$ cat src/design/ipv4rf_pkg.sv
package ipv4rf_pkg;

    localparam logic [2:0] VERDICT_ACCEPT    = 3'd0;
    localparam logic [2:0] VERDICT_SHORT     = 3'd1;
    localparam logic [2:0] VERDICT_NOT_IPV4  = 3'd2;
    localparam logic [2:0] VERDICT_BAD_SUM   = 3'd3;
    localparam logic [2:0] VERDICT_NOT_OURS  = 3'd4;

    localparam logic [5:0] POS_MAC_FIRST     = 6'd6;
    localparam logic [5:0] POS_MAC_LAST      = 6'd11;
    localparam logic [5:0] POS_TYPE_HIGH     = 6'd12;
    localparam logic [5:0] POS_TYPE_LOW      = 6'd13;
    localparam logic [5:0] POS_HEADER_START  = 6'd14;
    localparam logic [5:0] POS_PROTOCOL      = 6'd23;
    localparam logic [5:0] POS_SUM_HIGH      = 6'd24;
    localparam logic [5:0] POS_SUM_LOW       = 6'd25;
    localparam logic [5:0] POS_SOURCE_FIRST  = 6'd26;
    localparam logic [5:0] POS_SOURCE_LAST   = 6'd29;
    localparam logic [5:0] POS_DEST_FIRST    = 6'd30;
    localparam logic [5:0] POS_MIN_FRAME     = 6'd34;
    localparam logic [5:0] POS_MAX           = 6'd63;

    localparam logic [15:0] ETHERTYPE_IPV4   = 16'h0800;
    localparam logic [15:0] WORD_MASK        = 16'hFFFF;

    localparam logic [31:0] LOCAL_ADDRESS_RESET = 32'h0A00_020F;
    localparam logic [31:0] SUBNET_MASK_RESET   = 32'hFFFF_FF00;

    localparam logic REG_LOCAL_ADDRESS = 1'b0;
    localparam logic REG_SUBNET_MASK   = 1'b1;

    typedef struct packed {
        logic [2:0]  verdict;
        logic [31:0] source_address;
        logic [7:0]  protocol_number;
        logic [47:0] sender_mac;
        logic        learn_sender;
    } result_t;

    typedef struct packed {
        logic [31:0] local_address;
        logic [31:0] subnet_mask;
    } config_t;

endpackage

$ cat src/design/ipv4rf_cfg_regs.sv
module ipv4rf_cfg_regs
(
    input  logic                 clk,
    input  logic                 rst_n,
    input  logic                 psel,
    input  logic                 penable,
    input  logic                 pwrite,
    input  logic [2:0]           paddr,
    input  logic [31:0]          pwdata,
    output logic [31:0]          prdata,
    output logic                 pready,
    output ipv4rf_pkg::config_t  cfg
);

    logic [31:0] local_address_reg;
    logic [31:0] subnet_mask_reg;
    logic        write_en;

    assign pready   = 1'b1;
    assign write_en = psel && penable && pwrite;

    always_ff @(posedge clk or negedge rst_n)
    begin
        if (!rst_n)
        begin
            local_address_reg <= ipv4rf_pkg::LOCAL_ADDRESS_RESET;
            subnet_mask_reg   <= ipv4rf_pkg::SUBNET_MASK_RESET;
        end
        else if (write_en)
        begin
            case (paddr[2])
                ipv4rf_pkg::REG_LOCAL_ADDRESS: local_address_reg <= pwdata;
                ipv4rf_pkg::REG_SUBNET_MASK:   subnet_mask_reg   <= pwdata;
                default:                       local_address_reg <= local_address_reg;
            endcase
        end
    end

    always_comb
    begin
        case (paddr[2])
            ipv4rf_pkg::REG_LOCAL_ADDRESS: prdata = local_address_reg;
            ipv4rf_pkg::REG_SUBNET_MASK:   prdata = subnet_mask_reg;
            default:                       prdata = '0;
        endcase
    end

    assign cfg.local_address = local_address_reg;
    assign cfg.subnet_mask   = subnet_mask_reg;

endmodule

$ cat src/design/ipv4rf_frame_parser.sv
module ipv4rf_frame_parser
(
    input  logic                 clk,
    input  logic                 rst_n,
    input  logic                 advance,
    input  logic [7:0]           frame_byte,
    input  logic                 last_byte,
    input  ipv4rf_pkg::config_t  cfg,
    output ipv4rf_pkg::result_t  result
);

    logic [5:0]  position_reg, position_next;
    logic [19:0] sum_reg, sum_next;
    logic [7:0]  pending_reg, pending_next;
    logic [15:0] received_sum_reg, received_sum_next;
    logic [15:0] ether_type_reg, ether_type_next;
    logic [47:0] mac_reg, mac_next;
    logic [31:0] source_reg, source_next;
    logic [31:0] dest_reg, dest_next;
    logic [7:0]  protocol_reg, protocol_next;

    logic [16:0] fold_first;
    logic [16:0] fold_second;
    logic [15:0] folded;
    logic        in_header;

    always_comb
    begin
        position_next     = position_reg;
        sum_next          = sum_reg;
        pending_next      = pending_reg;
        received_sum_next = received_sum_reg;
        ether_type_next   = ether_type_reg;
        mac_next          = mac_reg;
        source_next       = source_reg;
        dest_next         = dest_reg;
        protocol_next     = protocol_reg;

        if (position_reg >= ipv4rf_pkg::POS_MAC_FIRST && position_reg <= ipv4rf_pkg::POS_MAC_LAST)
        begin
            mac_next = {mac_reg[39:0], frame_byte};
        end
        else if (position_reg == ipv4rf_pkg::POS_TYPE_HIGH
                 || position_reg == ipv4rf_pkg::POS_TYPE_LOW)
        begin
            ether_type_next = {ether_type_reg[7:0], frame_byte};
        end

        in_header = position_reg >= ipv4rf_pkg::POS_HEADER_START
                    && position_reg < ipv4rf_pkg::POS_MIN_FRAME;

        if (in_header)
        begin
            if (position_reg == ipv4rf_pkg::POS_PROTOCOL)
            begin
                protocol_next = frame_byte;
            end
            else if (position_reg >= ipv4rf_pkg::POS_SOURCE_FIRST
                     && position_reg <= ipv4rf_pkg::POS_SOURCE_LAST)
            begin
                source_next = {source_reg[23:0], frame_byte};
            end
            else if (position_reg >= ipv4rf_pkg::POS_DEST_FIRST)
            begin
                dest_next = {dest_reg[23:0], frame_byte};
            end

            if (position_reg == ipv4rf_pkg::POS_SUM_HIGH
                || position_reg == ipv4rf_pkg::POS_SUM_LOW)
            begin
                received_sum_next = {received_sum_reg[7:0], frame_byte};
            end
            else if (!position_reg[0])
            begin
                pending_next = frame_byte;
            end
            else
            begin
                sum_next = sum_reg + {4'd0, pending_reg, frame_byte};
            end
        end

        if (position_reg != ipv4rf_pkg::POS_MAX)
        begin
            position_next = position_reg + 6'd1;
        end
    end

    // The sum is below 2^20, so two end-around carries finish the fold.
    always_comb
    begin
        fold_first  = {1'b0, sum_next[15:0]} + {13'd0, sum_next[19:16]};
        fold_second = {1'b0, fold_first[15:0]} + {16'd0, fold_first[16]};
        folded      = ~fold_second[15:0] & ipv4rf_pkg::WORD_MASK;
    end

    always_comb
    begin
        result.source_address  = source_next;
        result.protocol_number = protocol_next;
        result.sender_mac      = mac_next;
        result.learn_sender    = 1'b0;
        if (position_reg < ipv4rf_pkg::POS_MIN_FRAME - 6'd1)
        begin
            result.verdict         = ipv4rf_pkg::VERDICT_SHORT;
            result.source_address  = '0;
            result.protocol_number = '0;
            result.sender_mac      = '0;
        end
        else if (ether_type_next != ipv4rf_pkg::ETHERTYPE_IPV4)
        begin
            result.verdict = ipv4rf_pkg::VERDICT_NOT_IPV4;
        end
        else if (folded != received_sum_next)
        begin
            result.verdict = ipv4rf_pkg::VERDICT_BAD_SUM;
        end
        else if (dest_next != cfg.local_address)
        begin
            result.verdict = ipv4rf_pkg::VERDICT_NOT_OURS;
        end
        else
        begin
            result.verdict      = ipv4rf_pkg::VERDICT_ACCEPT;
            result.learn_sender = (source_next & cfg.subnet_mask)
                                  == (cfg.local_address & cfg.subnet_mask);
        end
    end

    always_ff @(posedge clk or negedge rst_n)
    begin
        if (!rst_n)
        begin
            position_reg     <= '0;
            sum_reg          <= '0;
            pending_reg      <= '0;
            received_sum_reg <= '0;
            ether_type_reg   <= '0;
            mac_reg          <= '0;
            source_reg       <= '0;
            dest_reg         <= '0;
            protocol_reg     <= '0;
        end
        else if (advance)
        begin
            if (last_byte)
            begin
                position_reg     <= '0;
                sum_reg          <= '0;
                pending_reg      <= '0;
                received_sum_reg <= '0;
                ether_type_reg   <= '0;
                mac_reg          <= '0;
                source_reg       <= '0;
                dest_reg         <= '0;
                protocol_reg     <= '0;
            end
            else
            begin
                position_reg     <= position_next;
                sum_reg          <= sum_next;
                pending_reg      <= pending_next;
                received_sum_reg <= received_sum_next;
                ether_type_reg   <= ether_type_next;
                mac_reg          <= mac_next;
                source_reg       <= source_next;
                dest_reg         <= dest_next;
                protocol_reg     <= protocol_next;
            end
        end
    end

endmodule

$ cat src/design/ipv4_receive_filter_unit.sv
// A final byte is first held in the byte register and then its result is loaded into the
// result register, where it waits until it is taken.
// Throughput: one frame byte per cycle; the byte register and the result register are
// parted, so bytes keep flowing while a result waits, and only a final byte is held
// until the waiting result is taken.
// Reset (rst_n, asynchronous, active low) clears the frame state and both handshakes,
// and loads local_address 10.0.2.15 and subnet_mask 255.255.255.0.
module ipv4_receive_filter_unit
(
    input  logic        clk,
    input  logic        rst_n,
    input  logic        psel,
    input  logic        penable,
    input  logic        pwrite,
    input  logic [2:0]  paddr,
    input  logic [31:0] pwdata,
    output logic [31:0] prdata,
    output logic        pready,
    input  logic        byte_valid,
    output logic        byte_stall,
    input  logic [7:0]  frame_byte,
    input  logic        last_byte,
    output logic        result_valid,
    input  logic        result_stall,
    output logic [2:0]  verdict,
    output logic [31:0] source_address,
    output logic [7:0]  protocol_number,
    output logic [47:0] sender_mac,
    output logic        learn_sender
);

    ipv4rf_pkg::config_t cfg;
    ipv4rf_pkg::result_t parsed;
    ipv4rf_pkg::result_t result_reg;

    logic       hold_valid_reg;
    logic [7:0] hold_byte_reg;
    logic       hold_last_reg;
    logic       result_valid_reg;
    logic       advance;

    ipv4rf_cfg_regs u_cfg_regs
    (
        .clk     (clk),
        .rst_n   (rst_n),
        .psel    (psel),
        .penable (penable),
        .pwrite  (pwrite),
        .paddr   (paddr),
        .pwdata  (pwdata),
        .prdata  (prdata),
        .pready  (pready),
        .cfg     (cfg)
    );

    ipv4rf_frame_parser u_frame_parser
    (
        .clk        (clk),
        .rst_n      (rst_n),
        .advance    (advance),
        .frame_byte (hold_byte_reg),
        .last_byte  (hold_last_reg),
        .cfg        (cfg),
        .result     (parsed)
    );

    assign advance    = hold_valid_reg
                        && !(hold_last_reg && result_valid_reg && result_stall);
    assign byte_stall = hold_valid_reg && !advance;

    always_ff @(posedge clk or negedge rst_n)
    begin
        if (!rst_n)
        begin
            hold_valid_reg <= 1'b0;
        end
        else if (!byte_stall)
        begin
            hold_valid_reg <= byte_valid;
        end
    end

    always_ff @(posedge clk)
    begin
        if (!byte_stall && byte_valid)
        begin
            hold_byte_reg <= frame_byte;
            hold_last_reg <= last_byte;
        end
    end

    always_ff @(posedge clk or negedge rst_n)
    begin
        if (!rst_n)
        begin
            result_valid_reg <= 1'b0;
        end
        else if (advance && hold_last_reg)
        begin
            result_valid_reg <= 1'b1;
        end
        else if (!result_stall)
        begin
            result_valid_reg <= 1'b0;
        end
    end

    always_ff @(posedge clk)
    begin
        if (advance && hold_last_reg)
        begin
            result_reg <= parsed;
        end
    end

    assign result_valid    = result_valid_reg;
    assign verdict         = result_reg.verdict;
    assign source_address  = result_reg.source_address;
    assign protocol_number = result_reg.protocol_number;
    assign sender_mac      = result_reg.sender_mac;
    assign learn_sender    = result_reg.learn_sender;

    a_stall_only_when_full: assert property (@(posedge clk) disable iff (!rst_n)
        byte_stall |-> result_valid_reg && result_stall && hold_last_reg)
        else $error("Input stalled while the result register could take a transaction.");

    a_learn_only_accepted: assert property (@(posedge clk) disable iff (!rst_n)
        result_valid_reg && learn_sender |-> verdict == ipv4rf_pkg::VERDICT_ACCEPT)
        else $error("Sender learning flagged on a rejected frame.");

    a_short_fields_zero: assert property (@(posedge clk) disable iff (!rst_n)
        result_valid_reg && verdict == ipv4rf_pkg::VERDICT_SHORT
        |-> sender_mac == '0 && source_address == '0 && protocol_number == '0)
        else $error("Short frame result carries captured fields.");

    a_result_follows_last: assert property (@(posedge clk) disable iff (!rst_n)
        $rose(result_valid_reg) |-> $past(advance && hold_last_reg))
        else $error("Result raised without a final byte.");

endmodule

$ cat config.mk
export PLATFORM = sky130hd
export DESIGN_NAME = ipv4_receive_filter_unit
export DESIGN_NICKNAME = d
export VERILOG_FILES = /design/src/design/ipv4rf_pkg.sv /design/src/design/ipv4rf_cfg_regs.sv /design/src/design/ipv4rf_frame_parser.sv /design/src/design/ipv4_receive_filter_unit.sv
export SDC_FILE = /design/constraint.sdc
export NUM_CORES = 1
export LEC_CHECK = 0
export BUFFER_PORTS_ARGS = -buffer_cell sky130_fd_sc_hd__buf_2
export CAP_MARGIN = 10
export CORE_ASPECT_RATIO = 1.1
export CORE_MARGIN = 5
export CORE_UTILIZATION = 45
export CTS_BUF_LIST = sky130_fd_sc_hd__clkbuf_8 sky130_fd_sc_hd__clkbuf_16
export CTS_CLUSTER_DIAMETER = 120
export DETAILED_ROUTE_END_ITERATION = 12
export GPL_TIMING_DRIVEN = 1
export PLACE_DENSITY = 0.65
export SYNTH_ARGS = -nofsm -noshare
export SYNTH_HDL_FRONTEND = slang
export SYNTH_SLANG_ARGS = --single-unit
$ cat constraint.sdc
create_clock -name clk -period 6.2 [get_ports clk]
set_input_delay 1.24 -clock clk [delete_from_list [all_inputs] [get_ports clk]]
set_output_delay 1.24 -clock clk [all_outputs]
set_load 0.03 [all_outputs]
==> results.tsv, run 1 <==
stage	metric	value	unit
outcome	outcome	finished with violations	
outcome	failing checks	negative setup slack	
logic_synthesis	most numerous cell in the Yosys netlist	dfrtp_1	
logic_synthesis	Post-synth EDFFs	101	
logic_synthesis	Post-synth top cells	221 x dfrtp_1, 153 x a22o_1, 101 x edfxtp_1	
route	via count	13129	
logic_synthesis	synth top area cells	dfrtp_1 31%, edfxtp_1 17%, a22o_1 7.6%	
worst_setup_path	worst path required time	6.58	ns
logic_synthesis	ys flop type	dfrtp_1	
floorplan	Core ar.	38900	um^2
place	GP Congestion	0.891	
logic_synthesis	Synth top area share	31.5	%
grt	grt ovf	0	
power_and_ir_drop	Pint	0.00411	W
worst_setup_path	crit-path max cell delay	0.42	ns
floorplan	starting density of the core	45.2	%
floorplan	die height	217	um
final_layout	Layout area overhead	19.9	%
route	Routed Antenna Nets	0	
worst_setup_path	Crit. End Element	flip-flop	
cts	clock latency on the worst-skew pair	0.54	ns
final_layout	ratio of cells with drive above 1 in the final layout	31.1	%
logic_synthesis	syn nets	1549	
grt	Tot GR Track Use	22.2	%
worst_setup_path	critical path peak fanout	3	
floorplan	Site Rows	76	
place	DP Worst Slack	-0.397	ns
logic_synthesis	flops & latches, synth	353	
worst_setup_path	slowest cell on the critical path	or4_1	
route	DRC	0	
cts	number of H-tree levels	2	
place	Post-DP HPWL	33800	um
logic_synthesis	post-synthesis sequential area ratio	53.4	%
place	DP Area	19700	um^2
cts	CTS tree	built	
power_and_ir_drop	Clk pwr share	38.4	%
cts	Clock Path Buffers	3	
timing	slew margin rel.	21.2	%
timing	pins over their slew limit	0	
cts	CTS Hold Bufs	0	
grt	initial antenna violation count	2	
power_and_ir_drop	Comb pwr share	14.2	%
logic_synthesis	largest area contributor in the netlist	dfrtp_1	
timing	unrepaired setup endpoints after global routing	yes	
grt	largest net degree at the start of global routing	171	
timing	Setup Skew	0.0167	ns
final_layout	final core occ	54.2	%
cts	CTS Sinks	353	
final_layout	Final Cell Area	21100	um^2
power_and_ir_drop	Leak	9.52	nW
hold_path	Worst Hold Class	flip-flop to flip-flop	
grt	vias in the first global route	13148	
route	First-pass DRT Iterations	5	
final_layout	Final nets	1795	
worst_setup_path	Worst setup SP type	flip-flop	
cts	TritonCTS Buffers	38	
timing	worst setup margin	-0.388	ns
logic_synthesis	Synth Warn #	0	
timing	final setup fails	4	
power_and_ir_drop	Net Sw Frac	28.2	%
timing	fin crit period	6.59	ns
grt	wire length of the first global-routing pass	75300	um
logic_synthesis	Cell Area, Synth	17600	um^2
route	Iteration-0 DRC Markers	1024	
timing	Hold Fails Final Rpt	0	
cts	root buffer cell	clkbuf_16	
floorplan	die area	43100	um^2
route	routed wire length	48900	um
worst_setup_path	worst path arrival time	6.97	ns
power_and_ir_drop	Peak VDD IR	0.248	mV
floorplan	die width	198	um
worst_setup_path	Crit path top cell by count	ha_2	
timing	final setup TNS	-1.50	ns
final_layout	filler instances	3359	
cts	Clk pin slew, worst setup/hold paths	0.06	ns
route	detail-routed net length per standard cell	21.7	um
job	max_cap viols	0	
logic_synthesis	Mean Syn Cell Area	12.0	um^2
timing	Final period util	106	%
timing	Max Clk Rate	0.152	GHz
logic_synthesis	synth unique cells	86	
timing	Worst Tran Pin Value	1.17	ns
logic_synthesis	ys async rst share	71.4	%
worst_setup_path	Crit Path Class	flip-flop to flip-flop	
route	vias per cell	5.83	
power_and_ir_drop	Psw	0.00162	W
floorplan	io pins	178	
logic_synthesis	synthesized instance count	1469	
power_and_ir_drop	sequential share of power	47.3	%
power_and_ir_drop	Power per Cell Area	272	nW/um^2
place	port bufs	174	
per-layer routing:
metal | share of wire (%) | routed length [um] | up-vias | track usage (%)
met5 | 0.027 | 13 | - | 0
met4 | 3.8 | 1880 | 2 | 7.83
met3 | 6.2 | 3010 | 101 | 4.49
met2 | 46 | 22300 | 393 | 34.2
met1 | 44 | 21700 | 6600 | 31.3
li1 | - | - | 6033 | -
kinds of logic (layout without fill, tap and decap cells):
logic type	count (synthesis)	after routing	synth area share, %
XOR/XNOR	114	114	5.76
flip-flops	353	353	53.4
buffers and inverters	112	388	2.51
AO/OA/AOI/OAI	347	347	15.5
multiplexers	171	171	10.4
AND/OR/NAND/NOR	342	342	10.2
adder cells (fa/ha/maj)	29	29	2.15
other	1	2	0.0213
cell type report:
cell class / instances / area, um^2 / area share [%]
timing repair buffer: 295 / 1800 / 8.54
inverter: 23 / 86.3 / 0.410
multi-input combinational: 1004 / 7960 / 37.8
clock buffer: 44 / 1040 / 4.96
tap: 507 / 634 / 3.01
sequential: 353 / 9380 / 44.5
antenna: 1 / 2.50 / 0.0119
clock inverter: 26 / 163 / 0.772
placed cells by master (no fill, tap or decap), drive strengths merged, types with 4 or more instances in the layout:
cell type | Yosys | final
a211o | 5 | 5
a211oi | 7 | 7
a21o | 6 | 6
a21oi | 28 | 28
a22o | 153 | 153
a22oi | 25 | 25
a31oi | 6 | 6
a32o | 11 | 11
and2 | 11 | 11
and3 | 64 | 64
buf | 16 | 294
clkbuf | 73 | 45
clkinv | 0 | 15
dfrtp | 221 | 221
dfstp | 31 | 31
edfxtp | 101 | 101
ha | 27 | 27
inv | 23 | 33
mux2 | 99 | 99
mux2i | 72 | 72
nand2 | 73 | 73
nand2b | 7 | 7
nand3 | 13 | 13
nand4 | 27 | 27
nand4b | 6 | 6
nor2 | 71 | 71
nor2b | 14 | 14
nor3 | 23 | 23
nor4 | 10 | 10
o2111ai | 4 | 4
o211ai | 6 | 6
o21a | 6 | 6
o21ai | 54 | 54
o31ai | 4 | 4
or2 | 6 | 6
or3 | 6 | 6
xnor2 | 74 | 74
xor2 | 39 | 39
through the flow:
step                      hold slack, ns  instances  total power, W
after floorplan                    0.442       1469         0.00325
after global placement             0.462       2169         0.00355
after detailed placement           0.476       2169         0.00357
after CTS                          0.486       2249         0.00579
after global routing               0.519       2253         0.00596
final                              0.488       2253         0.00573
path summary, 6_finish.rpt:
path | startpoint | endpoint | slack (ns) | cells after the start
max in group asynchronous | rst_n | u_frame_parser.mac_reg[41] | 4.08 | 2
max reg2reg | hold_byte_reg[0] | verdict[2] | -0.39 | 33
max | hold_byte_reg[0] | verdict[2] | -0.39 | 33
min in group asynchronous | rst_n | u_frame_parser.sum_reg[3] | 0.70 | 1
min | u_frame_parser.received_sum_reg[10] | u_frame_parser.received_sum_reg[10] | 0.49 | 2
min reg2reg | u_frame_parser.received_sum_reg[10] | u_frame_parser.received_sum_reg[10] | 0.49 | 2
power by group through the flow:
stage	Sequential, W	Combinational, W	Clock, W
floorplan	0.00274	0.000510	0
finish	0.00271	0.000816	0.00220
global placement	0.00275	0.000805	0
detailed placement	0.00276	0.000816	0
global route	0.00273	0.000877	0.00235
CTS	0.00271	0.000822	0.00225
critical path, delay by kind of cell, from the launching register on:
family / cells / cell delay [ns]
and+or+nand+nor: 13 / 2.32
AOI/OAI and AO/OA: 9 / 1.74
adders and majority gates: 6 / 1.45
DFF: 1 / 0.37
xor gates and xnor gates: 2 / 0.28
muxes: 1 / 0.18
buffers and inverters: 2 / 0.08
what timing repair did:
action                     CTS  global route
setup buffers               10             2
setup endpoints to repair    4             4
pin swaps                    4            12
gates resized for setup      6             7
No activity file was read; power rests on OpenSTA's default activity.
==> run 2: changes to the inputs <==
--- a/config.mk
+++ b/config.mk
@@ -14,7 +14,8 @@
 export CTS_CLUSTER_DIAMETER = 120
 export DETAILED_ROUTE_END_ITERATION = 12
 export GPL_TIMING_DRIVEN = 1
-export PLACE_DENSITY = 0.65
+export MAX_ROUTING_LAYER = met4
+export PLACE_DENSITY = 0.63
 export SYNTH_ARGS = -nofsm -noshare
 export SYNTH_HDL_FRONTEND = slang
 export SYNTH_SLANG_ARGS = --single-unit
==> constraint.sdc (replaced) <==
create_clock -name clk -period 6.95 [get_ports clk]
set_input_delay 1.39 -clock clk [delete_from_list [all_inputs] [get_ports clk]]
set_output_delay 1.39 -clock clk [all_outputs]
set_load 0.03 [all_outputs]
==> results.tsv, run 2 (synthesis gave the netlist of run 1 again) <==
stage	metric	value	unit	change
power_and_ir_drop	Power per Cell Area	247	nW/um^2	-9.1%
route	routed wire length	49500	um	+1.3%
worst_setup_path	worst path arrival time	7.01	ns	+0.04 ns
cts	clock latency on the worst-skew pair	0.54	ns	about the same
cts	Clk pin slew, worst setup/hold paths	0.06	ns	about the same
route	DRC	0		unchanged
grt	grt ovf	0		unchanged
final_layout	ratio of cells with drive above 1 in the final layout	30.1	%	-1.0 points
cts	TritonCTS Buffers	39		+2.6%
route	detail-routed net length per standard cell	22.3	um	+2.9%
final_layout	filler instances	3348		-0.33%
timing	final setup fails	0		-4
place	DP Area	19400	um^2	-1.7%
timing	unrepaired setup endpoints after global routing	yes		
place	DP Worst Slack	-0.134	ns	+0.263 ns
cts	CTS tree	built		
final_layout	Final nets	1762		-1.8%
final_layout	commonest non-fill, non-tap cell in the layout	dfrtp_1		
final_layout	final core occ	53.8	%	-0.37 points
cts	number of H-tree levels	2		unchanged
timing	fin crit period	6.73	ns	+0.139 ns
route	Routed Antenna Nets	0		unchanged
worst_setup_path	worst path required time	7.24	ns	+0.66 ns
timing	worst setup margin	0.223	ns	+0.611 ns
place	GP Congestion	0.915		+2.7%
place	port bufs	174		unchanged
route	vias per cell	5.89		+1.0%
timing	Max Clk Rate	0.149	GHz	-2.1%
power_and_ir_drop	Peak VDD IR	0.177	mV	-28%
timing	Setup Skew	0.0181	ns	+0.00136 ns
timing	Final period util	96.8	%	-9.5 points
worst_setup_path	Crit Path Class	flip-flop to flip-flop		
route	Iteration-0 DRC Markers	1013		-1.1%
route	First-pass DRT Iterations	5		unchanged
timing	final setup TNS	0	ns	+1.50 ns
worst_setup_path	critical path peak fanout	3		unchanged
final_layout	antenna diode count	0		-1
grt	initial antenna violation count	0		-2
worst_setup_path	crit-path max cell delay	0.51	ns	+0.09 ns
cts	CTS Hold Bufs	0		unchanged
power_and_ir_drop	Leak	9.39	nW	-1.4%
floorplan	die height	217	um	unchanged
worst_setup_path	Crit. End Element	flip-flop		
timing	Worst Tran Pin Value	1.11	ns	-0.0648 ns
worst_setup_path	slowest cell on the critical path	or4_1		
floorplan	starting density of the core	45.2	%	unchanged
cts	root buffer cell	clkbuf_16		
place	Post-DP HPWL	34700	um	+2.8%
floorplan	die area	43100	um^2	unchanged
outcome	outcome	finished, final reports clean		
grt	vias in the first global route	13107		-0.31%
floorplan	io pins	178		unchanged
timing	slew margin rel.	25.5	%	+4.4 points
grt	largest net degree at the start of global routing	159		-7.0%
route	via count	13064		-0.50%
worst_setup_path	Crit path top cell by count	ha_2		
worst_setup_path	Worst setup SP type	flip-flop		
timing	Hold Fails Final Rpt	0		unchanged
timing	pins over their slew limit	0		unchanged
final_layout	Final Cell Area	20900	um^2	-0.68%
hold_path	Worst Hold Class	flip-flop to flip-flop		
floorplan	die width	198	um	unchanged
final_layout	most frequent cells in the layout	221 x dfrtp_1, 173 x buf_2, 153 x a22o_1		
cts	CTS Sinks	353		unchanged
cts	Clock Path Buffers	3		unchanged
job	max_cap viols	0		unchanged
grt	Tot GR Track Use	23.2	%	+0.97 points
floorplan	Site Rows	76		unchanged
grt	wire length of the first global-routing pass	76600	um	+1.7%
floorplan	Core ar.	38900	um^2	unchanged
final_layout	Layout area overhead	19.1	%	
==> run 2: final timing paths <==
| kind | cells past startpoint | start | slack (ns) | to |
|---|---|---|---|---|
| min in group asynchronous | 1 | rst_n | 0.86 | u_frame_parser.sum_reg[3] |
| max in group asynchronous | 2 | rst_n | 4.74 | u_frame_parser.protocol_reg[1] |
| max | 35 | hold_byte_reg[0] | 0.22 | verdict[0] |
| max reg2reg | 35 | hold_byte_reg[0] | 0.22 | verdict[0] |
| min reg2reg | 2 | u_frame_parser.received_sum_reg[10] | 0.48 | u_frame_parser.received_sum_reg[10] |
| min | 2 | u_frame_parser.received_sum_reg[10] | 0.48 | u_frame_parser.received_sum_reg[10] |
==> run 2: layout make-up <==
class,instances,area (um^2),area share (%)
Clock inverter,23,131,0.628
Timing Repair Buffer,261,1550,7.43
Clock buffer,48,1140,5.47
Multi-Input combinational cell,1004,8000,38.2
Sequential cell,353,9380,44.8
Tap cell,507,634,3.03
Inverter,23,86.3,0.413
==> run 2: per-layer routing <==
| layer | vias to the layer above | track usage [%] | share of wire (%) |
|---|---|---|---|
| met1 | 6613 | 31.7 | 44 |
| met3 | 92 | 2.94 | 4.9 |
| met4 | 0 | 7.85 | 3.4 |
| li1 | 5938 | - | - |
| met5 | - | - | 0 |
| met2 | 421 | 36.1 | 48 |
==> run 2: timing repair <==
item / CTS / global route
gates cloned: 0 / 0
resized for setup: 7 / 42
setup buffers: 1 / 9
pin swaps: 2 / 32
endpoints found under the setup margin: 4 / 4
==> run 2: worst max-delay path: cells and delay by family, from the launching register on <==
family / cells / cell delay [ns]
AND/OR/NAND/NOR: 12 / 2.23
adder cells (fa/ha/maj): 6 / 1.53
AO/OA/AOI/OAI: 10 / 1.51
buffers and inverters: 4 / 0.40
flip-flops: 1 / 0.36
XOR/XNOR: 2 / 0.26
multiplexers: 1 / 0.17
==> run 2: where the power goes <==
| group | internal (W) | total, W | switching, W | leakage [nW] |
|---|---|---|---|---|
| registers | 0.00228 | 0.00242 | 0.000139 | 4.33 |
| logic | 0.000268 | 0.000725 | 0.000457 | 4.38 |
| clock network | 0.00118 | 0.00203 | 0.000852 | 0.685 |
==> run 2: stage by stage <==
step	hold slack, ns	total power, W	cells
CTS	0.485	0.00522	2210
global route	0.510	0.00537	2219
finish	0.485	0.00517	2219
detailed placement	0.469	0.00319	2138
floorplan	0.442	0.00290	1469
global placement	0.459	0.00317	2138
==> run 3: changes to the inputs <==
--- a/config.mk
+++ b/config.mk
@@ -14,8 +14,8 @@
 export CTS_CLUSTER_DIAMETER = 120
 export DETAILED_ROUTE_END_ITERATION = 12
 export GPL_TIMING_DRIVEN = 1
-export MAX_ROUTING_LAYER = met4
 export PLACE_DENSITY = 0.63
+export SKIP_CTS_REPAIR_TIMING = 1
 export SYNTH_ARGS = -nofsm -noshare
 export SYNTH_HDL_FRONTEND = slang
 export SYNTH_SLANG_ARGS = --single-unit
==> results.tsv, run 3 (synthesis gave the netlist of run 1 again) <==
stage	metric	value	unit	change
outcome	outcome	finished, final reports clean		
grt	vias in the first global route	13229		+0.93%
power_and_ir_drop	Net Sw Frac	27.7	%	-0.31 points
route	DRC	0		unchanged
place	GP Congestion	0.887		-3.1%
worst_setup_path	Worst setup SP type	flip-flop		
cts	CTS tree	built		
cts	clock latency on the worst-skew pair	0.56	ns	+0.02 ns
timing	worst setup margin	0.277	ns	+0.0538 ns
cts	root buffer cell	clkbuf_16		
power_and_ir_drop	overall power	0.00535	W	+3.5%
power_and_ir_drop	Power per Cell Area	257	nW/um^2	+3.8%
power_and_ir_drop	Comb pwr share	13.6	%	-0.4 points
power_and_ir_drop	Leak	9.34	nW	-0.48%
final_layout	Final nets	1748		-0.79%
cts	CTS Sinks	353		unchanged
final_layout	commonest non-fill, non-tap cell in the layout	dfrtp_1		
floorplan	die width	198	um	unchanged
worst_setup_path	critical path peak fanout	5		+2
grt	largest net degree at the start of global routing	135		-15%
floorplan	Site Rows	76		unchanged
route	vias per cell	5.86		-0.51%
timing	Worst Tran Pin Value	1.17	ns	+0.0650 ns
cts	Clock Path Buffers	3		unchanged
final_layout	Layout area overhead	18.7	%	
floorplan	die height	217	um	unchanged
power_and_ir_drop	Pint	0.00387	W	+3.9%
worst_setup_path	crit-path max cell delay	0.37	ns	-0.14 ns
timing	Final period util	96.0	%	-0.77 points
timing	final setup fails	0		unchanged
floorplan	starting density of the core	45.2	%	unchanged
grt	Tot GR Track Use	22.9	%	-0.31 points
power_and_ir_drop	Peak VDD IR	0.198	mV	+12%
timing	pins over their slew limit	0		unchanged
final_layout	ratio of cells with drive above 1 in the final layout	28.9	%	-1.2 points
hold_path	Worst Hold Class	flip-flop to flip-flop		
final_layout	Seq. cell area	9380	um^2	unchanged
route	detail-routed net length per standard cell	22.6	um	+1.2%
place	port bufs	174		unchanged
grt	wire length of the first global-routing pass	77500	um	+1.2%
cts	TritonCTS Buffers	38		-2.6%
floorplan	Core ar.	38900	um^2	unchanged
route	Routed Antenna Nets	0		unchanged
route	routed wire length	49800	um	+0.61%
power_and_ir_drop	sequential share of power	45.3	%	-1.5 points
worst_setup_path	worst path arrival time	7.06	ns	+0.05 ns
worst_setup_path	Crit path top cell by count	ha_2		
grt	grt ovf	0		unchanged
final_layout	filler instances	3365		+0.51%
place	DP Worst Slack	-0.235	ns	-0.101 ns
final_layout	most frequent cells in the layout	221 x dfrtp_1, 173 x buf_2, 153 x a22o_1		
grt	initial antenna violation count	0		unchanged
cts	number of H-tree levels	2		unchanged
route	Iteration-0 DRC Markers	883		-13%
power_and_ir_drop	Psw	0.00148	W	+2.3%
route	First-pass DRT Iterations	5		unchanged
final_layout	antenna diode count	0		unchanged
timing	Setup Skew	0.0223	ns	+0.00422 ns
timing	fin crit period	6.67	ns	-0.0538 ns
cts	Clk pin slew, worst setup/hold paths	0.06	ns	about the same
floorplan	io pins	178		unchanged
worst_setup_path	slowest cell on the critical path	edfxtp_1		
floorplan	die area	43100	um^2	unchanged
worst_setup_path	Crit Path Class	flip-flop to flip-flop		
timing	Max Clk Rate	0.150	GHz	+0.81%
route	via count	12916		-1.1%
final_layout	area of the multi-input gates	7930	um^2	-0.89%
worst_setup_path	Crit. End Element	flip-flop		
place	Post-DP HPWL	34900	um	+0.48%
timing	Hold Fails Final Rpt	0		unchanged
job	max_cap viols	0		unchanged
power_and_ir_drop	Clk pwr share	41.0	%	+1.8 points
timing	slew margin rel.	21.5	%	-4.1 points
worst_setup_path	worst path required time	7.34	ns	+0.10 ns
## run 3: changes by cell type in the layout (fill, tap and decap cells not counted), sizes merged
cell      previous run  this run
buf                261       248
bufinv               0         6
clkbuf              48        43
inv                 38        33
clkinv               8        10
clkinvlp             0         1
## run 3: layout make-up
type                            instances  area share [%]
Clock buffer                           43            5.05
Multi-Input combinational cell       1004            38.0
Timing Repair Buffer                  248            6.98
Tap cell                              507            3.04
Sequential cell                       353            45.0
Inverter                               23           0.414
Clock inverter                         27            1.56
## run 3: routing by layer
metal | track usage, % | vias up | part of all wire (%)
met5 | 0 | - | 0
met4 | 10.6 | 0 | 5.2
met3 | 3.67 | 123 | 5.2
met2 | 36.6 | 396 | 47
met1 | 30.6 | 6455 | 42
li1 | - | 5942 | -
## run 3: power groups by stage
stage	combinational, W	clock (W)	sequential (W)
floorplan	0.000455	0	0.00245
detailed placement	0.000728	0	0.00247
global placement	0.000720	0	0.00246
finish	0.000729	0.00220	0.00243
CTS	0.000732	0.00223	0.00243
global route	0.000781	0.00232	0.00244
## run 3: worst paths after layout
check                                         startpoint                                to  slack, ns  depth (start not counted)
setup / recovery                        hold_byte_reg[0]                      learn_sender       0.28                         34
setup reg to reg                        hold_byte_reg[0]                      learn_sender       0.28                         34
hold / removal             u_frame_parser.source_reg[31]     u_frame_parser.source_reg[31]       0.48                          2
max in group asynchronous                          rst_n         u_frame_parser.mac_reg[8]       4.73                          2
min in group asynchronous                          rst_n  u_cfg_regs.local_address_reg[14]       0.92                          1
hold reg to reg            u_frame_parser.source_reg[31]     u_frame_parser.source_reg[31]       0.48                          2
## run 3: stage by stage
step	cell area [um^2]	hold slack, ns	cells	TNS [ns]	utilization (%)
final	20900	0.481	2205	0	53.6
after global routing	20900	0.507	2205	-0.134	53.6
after CTS	20700	0.489	2200	-0.891	53.2
after detailed placement	19300	0.475	2130	-0.765	49.6
after global placement	19300	0.462	2130	-0.258	49.6
after floorplan	17600	0.442	1469	0	-
## run 3: worst max-delay path: cells and delay by family, from the launching register on
kind / cells / cell delay (ns)
xor gates and xnor gates: 3 / 0.53
adders and majority gates: 5 / 1.31
DFF: 1 / 0.37
buffers and inverters: 4 / 0.45
AOI/OAI and AO/OA: 9 / 1.55
and+or+nand+nor: 13 / 2.28
